==> config.mk <==
export PLATFORM = sky130hd
export DESIGN_NAME = video_frame_stream_statistics_core
export DESIGN_NICKNAME = d
export VERILOG_FILES = /design/src/rtl/core/vfss_pkg.sv /design/src/rtl/core/vfss_accum.sv /design/src/rtl/core/vfss_report.sv /design/src/rtl/core/video_frame_stream_statistics_core.sv
export SDC_FILE = /design/constraint.sdc
export NUM_CORES = 2
export LEC_CHECK = 0
export BUFFER_PORTS_ARGS = -buffer_cell sky130_fd_sc_hd__buf_4
export CORE_MARGIN = 1.5
export CORE_UTILIZATION = 40
export CTS_CLUSTER_DIAMETER = 40
export DETAILED_ROUTE_END_ITERATION = 8
export PLACE_DENSITY_LB_ADDON = 0.3
export SETUP_SLACK_MARGIN = 0.15
export SYNTH_ARGS = -nofsm -noshare
export SYNTH_HDL_FRONTEND = slang
export SYNTH_SLANG_ARGS = --single-unit
==> constraint.sdc <==
create_clock -name clk -period 20.3 [get_ports clk]
set_clock_uncertainty 0.15 [all_clocks]
set_input_delay 4.06 -clock clk [delete_from_list [all_inputs] [get_ports clk]]
set_output_delay 4.06 -clock clk [all_outputs]
set_load 0.005 [all_outputs]
==> src/rtl/core/vfss_pkg.sv <==
package vfss_pkg;

  localparam int SIZE_W  = 24;
  localparam int TOTAL_W = 48;
  localparam int CNT_W   = 32;
  localparam int SECS_W  = 6;
  localparam int STAT_W  = 48;
  localparam int IDX_W   = 5;

  localparam logic [SECS_W-1:0] WIN_SECS_RST = SECS_W'(5);
  localparam logic [SECS_W-1:0] SECS_MAX     = '1;

  typedef enum logic [0:0] {
    CFG_WINDOW_SECONDS = 1'b0,
    CFG_REPORT_ENABLE  = 1'b1
  } cfg_reg_t;

  typedef enum logic [0:0] {
    MODE_FRAME = 1'b0,
    MODE_TICK  = 1'b1
  } in_mode_t;

  typedef enum logic [IDX_W-1:0] {
    ST_FRAMES         = 5'd0,
    ST_KEY_FRAMES     = 5'd1,
    ST_DELTA_FRAMES   = 5'd2,
    ST_BYTES          = 5'd3,
    ST_KEY_BYTES      = 5'd4,
    ST_DELTA_BYTES    = 5'd5,
    ST_WIN_FRAMES     = 5'd6,
    ST_WIN_KEY_FRAMES = 5'd7,
    ST_WIN_DLT_FRAMES = 5'd8,
    ST_WIN_BYTES      = 5'd9,
    ST_WIN_KEY_BYTES  = 5'd10,
    ST_WIN_DLT_BYTES  = 5'd11,
    ST_MAX_ANY        = 5'd12,
    ST_MAX_KEY        = 5'd13,
    ST_MAX_DELTA      = 5'd14,
    ST_MIN_ANY        = 5'd15,
    ST_MIN_KEY        = 5'd16,
    ST_MIN_DELTA      = 5'd17,
    ST_MAX_GOP        = 5'd18,
    ST_GOP            = 5'd19
  } stat_idx_t;

  typedef struct packed {
    logic [TOTAL_W-1:0] frames;
    logic [TOTAL_W-1:0] key_frames;
    logic [TOTAL_W-1:0] delta_frames;
    logic [TOTAL_W-1:0] bytes;
    logic [TOTAL_W-1:0] key_bytes;
    logic [TOTAL_W-1:0] delta_bytes;
    logic [CNT_W-1:0]   win_frames;
    logic [CNT_W-1:0]   win_key_frames;
    logic [CNT_W-1:0]   win_delta_frames;
    logic [TOTAL_W-1:0] win_bytes;
    logic [TOTAL_W-1:0] win_key_bytes;
    logic [TOTAL_W-1:0] win_delta_bytes;
    logic [SIZE_W-1:0]  max_any;
    logic [SIZE_W-1:0]  max_key;
    logic [SIZE_W-1:0]  max_delta;
    logic [SIZE_W-1:0]  min_any;
    logic [SIZE_W-1:0]  min_key;
    logic [SIZE_W-1:0]  min_delta;
    logic [CNT_W-1:0]   max_gop;
    logic [CNT_W-1:0]   gop;
  } vfss_stats_t;

  function automatic logic [TOTAL_W-1:0] sat_add_total(input logic [TOTAL_W-1:0] a,
                                                      input logic [SIZE_W-1:0]  b);
    logic [TOTAL_W:0] sum;
    sum = {1'b0, a} + (TOTAL_W+1)'(b);
    return sum[TOTAL_W] ? '1 : sum[TOTAL_W-1:0];
  endfunction

  function automatic logic [TOTAL_W-1:0] sat_inc_total(input logic [TOTAL_W-1:0] a);
    return (&a) ? a : a + TOTAL_W'(1);
  endfunction

  function automatic logic [CNT_W-1:0] sat_inc_cnt(input logic [CNT_W-1:0] a);
    return (&a) ? a : a + CNT_W'(1);
  endfunction

endpackage

==> src/rtl/core/vfss_accum.sv <==
module vfss_accum
  import vfss_pkg::*;
(
  input  logic                clk,
  input  logic                rst_n,
  input  logic                cfg_wr_en,
  input  logic [0:0]          cfg_addr,
  input  logic [SECS_W-1:0]   cfg_wdata,
  input  logic                beat_acc,
  input  logic                mode,
  input  logic [SIZE_W-1:0]   frame_bytes,
  input  logic                is_delta,
  output logic                rep_start,
  output vfss_stats_t         stats
);

  logic [SECS_W-1:0]  win_secs_r;
  logic               rep_en_r;
  logic [SECS_W-1:0]  secs_r, secs_nxt;

  logic [TOTAL_W-1:0] frames_r, key_frames_r, delta_frames_r;
  logic [TOTAL_W-1:0] bytes_r, key_bytes_r, delta_bytes_r;
  logic [TOTAL_W-1:0] frames_nxt, key_frames_nxt, delta_frames_nxt;
  logic [TOTAL_W-1:0] bytes_nxt, key_bytes_nxt, delta_bytes_nxt;
  logic [CNT_W-1:0]   wfr_r, wkfr_r, wdfr_r, wfr_nxt, wkfr_nxt, wdfr_nxt;
  logic [TOTAL_W-1:0] wby_r, wkby_r, wdby_r, wby_nxt, wkby_nxt, wdby_nxt;
  logic [SIZE_W-1:0]  max_any_r, max_key_r, max_delta_r;
  logic [SIZE_W-1:0]  min_any_r, min_key_r, min_delta_r;
  logic [SIZE_W-1:0]  max_any_nxt, max_key_nxt, max_delta_nxt;
  logic [SIZE_W-1:0]  min_any_nxt, min_key_nxt, min_delta_nxt;
  logic [CNT_W-1:0]   gop_r, max_gop_r, gop_nxt, max_gop_nxt;

  // window counts as of the closing frame, held for the report
  logic [CNT_W-1:0]   snap_wfr_r, snap_wkfr_r, snap_wdfr_r;
  logic [TOTAL_W-1:0] snap_wby_r, snap_wkby_r, snap_wdby_r;

  logic frame_acc, tick_acc, win_close;

  assign frame_acc = beat_acc && (mode == MODE_FRAME);
  assign tick_acc  = beat_acc && (mode == MODE_TICK);
  assign win_close = frame_acc && (secs_r >= win_secs_r);
  assign rep_start = win_close && rep_en_r;

  always_comb begin
    frames_nxt       = frames_r;
    key_frames_nxt   = key_frames_r;
    delta_frames_nxt = delta_frames_r;
    bytes_nxt        = bytes_r;
    key_bytes_nxt    = key_bytes_r;
    delta_bytes_nxt  = delta_bytes_r;
    wfr_nxt          = wfr_r;
    wkfr_nxt         = wkfr_r;
    wdfr_nxt         = wdfr_r;
    wby_nxt          = wby_r;
    wkby_nxt         = wkby_r;
    wdby_nxt         = wdby_r;
    max_any_nxt      = max_any_r;
    max_key_nxt      = max_key_r;
    max_delta_nxt    = max_delta_r;
    min_any_nxt      = min_any_r;
    min_key_nxt      = min_key_r;
    min_delta_nxt    = min_delta_r;
    gop_nxt          = gop_r;
    max_gop_nxt      = max_gop_r;
    secs_nxt         = secs_r;
    if (tick_acc && (secs_r != SECS_MAX)) begin
      secs_nxt = secs_r + SECS_W'(1);
    end
    if (frame_acc) begin
      frames_nxt = sat_inc_total(frames_r);
      bytes_nxt  = sat_add_total(bytes_r, frame_bytes);
      wfr_nxt    = sat_inc_cnt(wfr_r);
      wby_nxt    = sat_add_total(wby_r, frame_bytes);
      if (frame_bytes > max_any_r) max_any_nxt = frame_bytes;
      if (frame_bytes < min_any_r) min_any_nxt = frame_bytes;
      if (is_delta) begin
        delta_frames_nxt = sat_inc_total(delta_frames_r);
        delta_bytes_nxt  = sat_add_total(delta_bytes_r, frame_bytes);
        wdfr_nxt         = sat_inc_cnt(wdfr_r);
        wdby_nxt         = sat_add_total(wdby_r, frame_bytes);
        gop_nxt          = sat_inc_cnt(gop_r);
        if (frame_bytes > max_delta_r) max_delta_nxt = frame_bytes;
        if (frame_bytes < min_delta_r) min_delta_nxt = frame_bytes;
      end else begin
        key_frames_nxt = sat_inc_total(key_frames_r);
        key_bytes_nxt  = sat_add_total(key_bytes_r, frame_bytes);
        wkfr_nxt       = sat_inc_cnt(wkfr_r);
        wkby_nxt       = sat_add_total(wkby_r, frame_bytes);
        if (gop_r > max_gop_r) max_gop_nxt = gop_r;
        gop_nxt = '0;
        if (frame_bytes > max_key_r) max_key_nxt = frame_bytes;
        if (frame_bytes < min_key_r) min_key_nxt = frame_bytes;
      end
    end
  end

  always_ff @(posedge clk) begin
    if (!rst_n) begin
      win_secs_r     <= WIN_SECS_RST;
      rep_en_r       <= 1'b1;
      secs_r         <= '0;
      frames_r       <= '0;
      key_frames_r   <= '0;
      delta_frames_r <= '0;
      bytes_r        <= '0;
      key_bytes_r    <= '0;
      delta_bytes_r  <= '0;
      wfr_r          <= '0;
      wkfr_r         <= '0;
      wdfr_r         <= '0;
      wby_r          <= '0;
      wkby_r         <= '0;
      wdby_r         <= '0;
      max_any_r      <= '0;
      max_key_r      <= '0;
      max_delta_r    <= '0;
      min_any_r      <= '1;
      min_key_r      <= '1;
      min_delta_r    <= '1;
      gop_r          <= '0;
      max_gop_r      <= '0;
    end else begin
      if (cfg_wr_en) begin
        case (cfg_addr)
          CFG_WINDOW_SECONDS: win_secs_r <= cfg_wdata;
          CFG_REPORT_ENABLE:  rep_en_r   <= cfg_wdata[0];
          default: ;
        endcase
      end
      frames_r       <= frames_nxt;
      key_frames_r   <= key_frames_nxt;
      delta_frames_r <= delta_frames_nxt;
      bytes_r        <= bytes_nxt;
      key_bytes_r    <= key_bytes_nxt;
      delta_bytes_r  <= delta_bytes_nxt;
      max_any_r      <= max_any_nxt;
      max_key_r      <= max_key_nxt;
      max_delta_r    <= max_delta_nxt;
      min_any_r      <= min_any_nxt;
      min_key_r      <= min_key_nxt;
      min_delta_r    <= min_delta_nxt;
      gop_r          <= gop_nxt;
      max_gop_r      <= max_gop_nxt;
      if (win_close) begin
        secs_r <= '0;
        wfr_r  <= '0;
        wkfr_r <= '0;
        wdfr_r <= '0;
        wby_r  <= '0;
        wkby_r <= '0;
        wdby_r <= '0;
      end else begin
        secs_r <= secs_nxt;
        wfr_r  <= wfr_nxt;
        wkfr_r <= wkfr_nxt;
        wdfr_r <= wdfr_nxt;
        wby_r  <= wby_nxt;
        wkby_r <= wkby_nxt;
        wdby_r <= wdby_nxt;
      end
    end
  end

  always_ff @(posedge clk) begin
    if (win_close) begin
      snap_wfr_r  <= wfr_nxt;
      snap_wkfr_r <= wkfr_nxt;
      snap_wdfr_r <= wdfr_nxt;
      snap_wby_r  <= wby_nxt;
      snap_wkby_r <= wkby_nxt;
      snap_wdby_r <= wdby_nxt;
    end
  end

  // totals, extremes and runs are frozen while a report drains
  always_comb begin
    stats.frames           = frames_r;
    stats.key_frames       = key_frames_r;
    stats.delta_frames     = delta_frames_r;
    stats.bytes            = bytes_r;
    stats.key_bytes        = key_bytes_r;
    stats.delta_bytes      = delta_bytes_r;
    stats.win_frames       = snap_wfr_r;
    stats.win_key_frames   = snap_wkfr_r;
    stats.win_delta_frames = snap_wdfr_r;
    stats.win_bytes        = snap_wby_r;
    stats.win_key_bytes    = snap_wkby_r;
    stats.win_delta_bytes  = snap_wdby_r;
    stats.max_any          = max_any_r;
    stats.max_key          = max_key_r;
    stats.max_delta        = max_delta_r;
    stats.min_any          = min_any_r;
    stats.min_key          = min_key_r;
    stats.min_delta        = min_delta_r;
    stats.max_gop          = max_gop_r;
    stats.gop              = gop_r;
  end

endmodule

==> src/rtl/core/vfss_report.sv <==
module vfss_report
  import vfss_pkg::*;
(
  input  logic               clk,
  input  logic               rst_n,
  input  logic               rep_start,
  input  vfss_stats_t        stats,
  output logic               busy,
  output logic               out_tvalid,
  input  logic               out_tready,
  output logic [STAT_W-1:0]  out_tdata,
  output logic [IDX_W-1:0]   out_tuser,
  output logic               out_tlast
);

  logic              busy_r;
  logic [IDX_W-1:0]  idx_r;
  logic              ovalid_r;
  logic [IDX_W-1:0]  oidx_r;
  logic [STAT_W-1:0] oval_r;
  logic              olast_r;
  logic [STAT_W-1:0] sel_val;
  logic              load;
  logic              at_last;

  assign at_last = (idx_r == ST_GOP);
  assign load    = busy_r && (!ovalid_r || out_tready);

  always_comb begin
    case (idx_r)
      ST_FRAMES:         sel_val = stats.frames;
      ST_KEY_FRAMES:     sel_val = stats.key_frames;
      ST_DELTA_FRAMES:   sel_val = stats.delta_frames;
      ST_BYTES:          sel_val = stats.bytes;
      ST_KEY_BYTES:      sel_val = stats.key_bytes;
      ST_DELTA_BYTES:    sel_val = stats.delta_bytes;
      ST_WIN_FRAMES:     sel_val = STAT_W'(stats.win_frames);
      ST_WIN_KEY_FRAMES: sel_val = STAT_W'(stats.win_key_frames);
      ST_WIN_DLT_FRAMES: sel_val = STAT_W'(stats.win_delta_frames);
      ST_WIN_BYTES:      sel_val = stats.win_bytes;
      ST_WIN_KEY_BYTES:  sel_val = stats.win_key_bytes;
      ST_WIN_DLT_BYTES:  sel_val = stats.win_delta_bytes;
      ST_MAX_ANY:        sel_val = STAT_W'(stats.max_any);
      ST_MAX_KEY:        sel_val = STAT_W'(stats.max_key);
      ST_MAX_DELTA:      sel_val = STAT_W'(stats.max_delta);
      ST_MIN_ANY:        sel_val = STAT_W'(stats.min_any);
      ST_MIN_KEY:        sel_val = STAT_W'(stats.min_key);
      ST_MIN_DELTA:      sel_val = STAT_W'(stats.min_delta);
      ST_MAX_GOP:        sel_val = STAT_W'(stats.max_gop);
      ST_GOP:            sel_val = STAT_W'(stats.gop);
      default:           sel_val = '0;
    endcase
  end

  always_ff @(posedge clk) begin
    if (!rst_n) begin
      busy_r   <= 1'b0;
      idx_r    <= '0;
      ovalid_r <= 1'b0;
    end else begin
      if (rep_start) begin
        busy_r <= 1'b1;
        idx_r  <= ST_FRAMES;
      end else if (load) begin
        busy_r <= !at_last;
        idx_r  <= idx_r + IDX_W'(1);
      end
      if (load) begin
        ovalid_r <= 1'b1;
      end else if (out_tready) begin
        ovalid_r <= 1'b0;
      end
    end
  end

  always_ff @(posedge clk) begin
    if (load) begin
      oidx_r  <= idx_r;
      oval_r  <= sel_val;
      olast_r <= at_last;
    end
  end

  assign busy       = busy_r;
  assign out_tvalid = ovalid_r;
  assign out_tdata  = oval_r;
  assign out_tuser  = oidx_r;
  assign out_tlast  = olast_r;

endmodule

==> src/rtl/core/video_frame_stream_statistics_core.sv <==
// Video frame stream statistics core.
// Input stream: one beat per frame or per passing second. in_tuser is the
// mode (0 frame, 1 second tick); in_tdata carries frame_bytes and is_delta.
// Output stream: a report of 20 beats, one statistic each; in_tuser-style
// out_tuser holds the statistic index, out_tdata its 48-bit value, and
// out_tlast marks statistic 19.
// Configuration: cfg_wr_en/cfg_addr/cfg_wdata; 0 = window_seconds,
// 1 = report_enable. Write only while the block is idle.
// Throughput: one input beat per cycle. A frame that closes the window with
// reporting on starts a report; the input is held off (in_tready low) from
// the next cycle until the report's last beat has entered the single
// output register. The first beat enters that register once busy is set
// by the closing frame; it is later only while an earlier last beat still
// waits. Output stalls hold the report and, through it, the input.
// Reset (rst_n low, synchronous): counters clear, minimums go to all ones,
// window_seconds returns to 5 and report_enable to 1; no beat is pending
// and in_tready stays low.
module video_frame_stream_statistics_core
  import vfss_pkg::*;
(
  input  logic               clk,
  input  logic               rst_n,
  input  logic               cfg_wr_en,
  input  logic [0:0]         cfg_addr,
  input  logic [SECS_W-1:0]  cfg_wdata,
  input  logic               in_tvalid,
  output logic               in_tready,
  input  logic [31:0]        in_tdata,    // [23:0] frame_bytes, [24] is_delta, rest zero
  input  logic [0:0]         in_tuser,    // [0] mode
  output logic               out_tvalid,
  input  logic               out_tready,
  output logic [STAT_W-1:0]  out_tdata,   // [47:0] stat_value
  output logic [IDX_W-1:0]   out_tuser,   // [4:0] stat_index
  output logic               out_tlast    // last_of_run
);

  logic        beat_acc;
  logic        rep_start;
  logic        busy;
  vfss_stats_t stats;

  assign in_tready = rst_n && !busy;
  assign beat_acc  = in_tvalid && in_tready;

  vfss_accum u_accum (
    .clk         (clk),
    .rst_n       (rst_n),
    .cfg_wr_en   (cfg_wr_en),
    .cfg_addr    (cfg_addr),
    .cfg_wdata   (cfg_wdata),
    .beat_acc    (beat_acc),
    .mode        (in_tuser[0]),
    .frame_bytes (in_tdata[SIZE_W-1:0]),
    .is_delta    (in_tdata[SIZE_W]),
    .rep_start   (rep_start),
    .stats       (stats)
  );

  vfss_report u_report (
    .clk        (clk),
    .rst_n      (rst_n),
    .rep_start  (rep_start),
    .stats      (stats),
    .busy       (busy),
    .out_tvalid (out_tvalid),
    .out_tready (out_tready),
    .out_tdata  (out_tdata),
    .out_tuser  (out_tuser),
    .out_tlast  (out_tlast)
  );

  a_start_busy: assert property (@(posedge clk) disable iff (!rst_n)
    rep_start |=> busy && !in_tready)
    else $error("report start did not hold off input");

  a_last_index: assert property (@(posedge clk) disable iff (!rst_n)
    out_tvalid |-> (out_tlast == (out_tuser == ST_GOP)))
    else $error("tlast does not match final statistic");

  a_index_step: assert property (@(posedge clk) disable iff (!rst_n)
    out_tvalid && out_tready && !out_tlast |=>
      out_tvalid && (out_tuser == $past(out_tuser) + IDX_W'(1)))
    else $error("report beats not consecutive");

  a_no_start_busy: assert property (@(posedge clk) disable iff (!rst_n)
    busy |-> !rep_start)
    else $error("report started while one is draining");

endmodule
==> run metrics <==
status=finished, final reports clean; CP Buf/Inv Count=3; row count=138; Final period util=a little under half; RSZ-0062 raised after global routing=false; clk slew on worst S/H paths=around 0.05 ns; sequential power share=41.7%; Reg2Reg Depth=6; Net count, final=6629; Least-Margin Pin Slew=1.30 ns; DR WL/cell=24.3 um; Buffers on Ports=93; final instance area=0.0648 mm^2; die width=381 um; Net Count, Synth=6625; fillers=13265; Pre-antenna DRT Iters=8; Congestion Overflow GR=0; Netlist cell types=106; Crit Path Max Fanout=81; Routed WL=between 200000 and 250000 um; Setup-failing EPs final=0; Int Power=3940 uW; Syn. warnings=0; placed cell count=about 8000; antenna-violating nets left=0; crit path from=rst_n; cell class contributing the biggest share of worst-path delay=buffers and inverters; final slew viol count=0; via count=50395; combinational share of power=roughly 6.7%; ys async rst share=0%; gpl congestion=0.979; Setup Fix Bufs, Post-CTS=0; CP Cell Sequence=buf_8 > inv_8 > nor2_1 > buf_4; post-synthesis cell count=6238; worst endpoint required time=about 16 ns; HP Class=reg2reg; initial antenna violation count=9; number of synthesized flops with an enable pin=a little under 300; Setup TNS=0 ns; largest stage delay on the critical path=0.48 ns; area of the die=0.145 mm^2; vias in the first global route=47284; Placement Cell Area=0.0596 mm^2; Mapped Area=0.0570 mm^2; CTS root buf=clkbuf_16; Psw=about 1300 uW; CTS Sinks=1050; Hold Buf Count CTS=0; Worst R2R Setup Slack=about 16 ns; post-CTS sizing=0; CTS tree=yes; Max Freq=around 0.10 GHz; drc violations=0; Worst Hold Launch=u_accum.max_any_r[7]$_SDFFE_PN0P_; wire length of the first global-routing pass=roughly 300000 um; die height=between 300 and 400 um; H-tree levels=4; Sw Share=25.1%; core area=about 0.14 mm^2; Hold Vio Cnt, Final=0; register area share after synthesis=42.0%; Area Overhead vs Synth=13.7%; VDD IR-drop max=between 0.08 and 0.09 mV; CTS max path bufs=3; GRT Total Usage=between 20% and 30%; share of cells above drive strength 1=under 10%; commonest register cell after synthesis=dfxtp_1; worst skew pair latency=between 0.8 and 0.9 ns; WP data arrival=roughly 5.4 ns; RR Startpoint=u_report.busy$_SDFFE_PN0P_; Avg Vias per Cell=6.10; end of the worst register-to-register path=u_accum.snap_wdby_r[1]$_DFFE_PP_; fin crit period=a little under 10 ns; Initial Util=40.3%; CP Capture Type=output pin; critical path depth=4; final core occ=45.8%; cts bufs inserted=about 150; Slew HR=between 10% and 20%; #FFs+latches synth=1050; I/O pin count=roughly 100; leak pwr=roughly 0.024 uW; Startpoint Class=input port; Non-Filler Instances=8266; largest net degree at the start of global routing=147; max-cap violation count=0; cell area power density=between 80 and 90 mW/mm^2; DPL Wire Length=about 150000 um; Avg Cell Area, Syn=~9.1 um^2; critical path class=in2out; Critical Path Sink=in_tready; slowest CP cell=buf_8; Clk pwr share=51.6%; first-iteration detailed-routing DRC count=roughly 6000
==> Yosys cell counts, drive strengths merged, types with 168 or more instances <==
library cell	instances	share of area [%]
xor2	168	2.6
ha	336	7.4
dfxtp	756	27
o21ai	253	2.2
a21oi	354	3.2
nand2	461	3.0
nand4	203	2.2
nand3	218	2.0
nor2	529	3.5
xnor2	231	3.5
inv	253	1.7
clkbuf	262	1.7
and2	212	2.3
a22oi	282	3.7
edfxtp	294	15
==> cells in the final DEF, fill, tap and decap left out, drive strengths merged, types with 212 or more instances in the layout <==
cell	n
nand3	218
nor2	529
a22oi	282
o21ai	253
xnor2	231
a21oi	354
dfxtp	756
and2	212
ha	336
inv	289
nand2	461
edfxtp	294
==> logic make-up (layout without fill, tap and decap cells) <==
family / count (synthesis) / in the layout / share of synthesized area (%)
AOI/OAI and AO/OA: 1592 / 1592 / 19.1
xor gates and xnor gates: 399 / 399 / 6.13
adders and majority gates: 342 / 342 / 7.58
buffers and inverters: 562 / 694 / 3.81
DFF: 1050 / 1050 / 42.0
muxes: 104 / 104 / 1.86
other: 0 / 6 / 0
and+or+nand+nor: 2189 / 2189 / 19.5
==> sequential cells by signal, indices dropped and copies added (netlist names), 48 cells and up <==
signal	cells
u_accum.bytes_r	48
u_accum.delta_bytes_r	48
u_accum.delta_frames_r	48
u_accum.frames_r	48
u_accum.key_bytes_r	48
u_accum.key_frames_r	48
u_accum.snap_wby_r	48
u_accum.snap_wdby_r	48
u_accum.snap_wkby_r	48
u_accum.wby_r	48
u_accum.wdby_r	48
u_accum.wkby_r	48
u_report.out_tdata	48
==> layer usage <==
layer	routed length, um	global-route usage, %
met5	27	0
met4	9310	12.5
met3	19500	5.59
met2	88000	41.6
met1	84100	35.8
==> cell type report <==
type	count	area, um^2	share of cell area (%)
tap	1890	2360	3.65
clock buffer	180	4100	6.32
timing repair buffer	158	1210	1.86
antenna	6	15.0	0.0232
clock inverter	102	1110	1.72
multi-input combinational	4626	31100	48.0
inverter	254	961	1.48
sequential	1050	24000	37.0
==> per-stage QoR <==
step	hold slack (ns)	total power, uW	setup slack (ns)
3_5_place_dp	0.314	2580	10.72
6_report	0.322	5260	10.70
3_3_place_gp	0.308	2570	10.74
4_1_cts	0.324	5280	10.71
5_1_grt	0.343	5410	10.64
2_1_floorplan	0.256	2470	3.48
==> worst min-delay path: cells and delay by family (launching register included) <==
family,cells,cell delay [ns]
AND/OR/NAND/NOR,1,0.06
multiplexers,1,0.05
flip-flops,1,0.31
==> worst min-delay path by stage <==
stage	end	slack [ns]	cells past startpoint
final	u_accum.max_any_r[7]$_SDFFE_PN0P_	0.32	2
after global routing	u_accum.max_delta_r[4]$_SDFFE_PN0P_	0.34	2
after CTS	u_accum.max_delta_r[15]$_SDFFE_PN0P_	0.32	2
after detailed placement	u_accum.max_delta_r[15]$_SDFFE_PN0P_	0.31	2
after global placement	u_accum.max_delta_r[7]$_SDFFE_PN0P_	0.31	2
after floorplan	u_report.out_tuser[3]$_DFFE_PP_	0.26	0
==> power by group through the flow <==
stage               logic [uW]  registers (uW)  clock network (uW)
finish                     352            2200                2720
global route               386            2200                2830
CTS                        346            2190                2740
detailed placement         344            2240                   0
global placement           336            2240                   0
floorplan                  241            2230                   0
No activity file was read; power rests on OpenSTA's default activity.
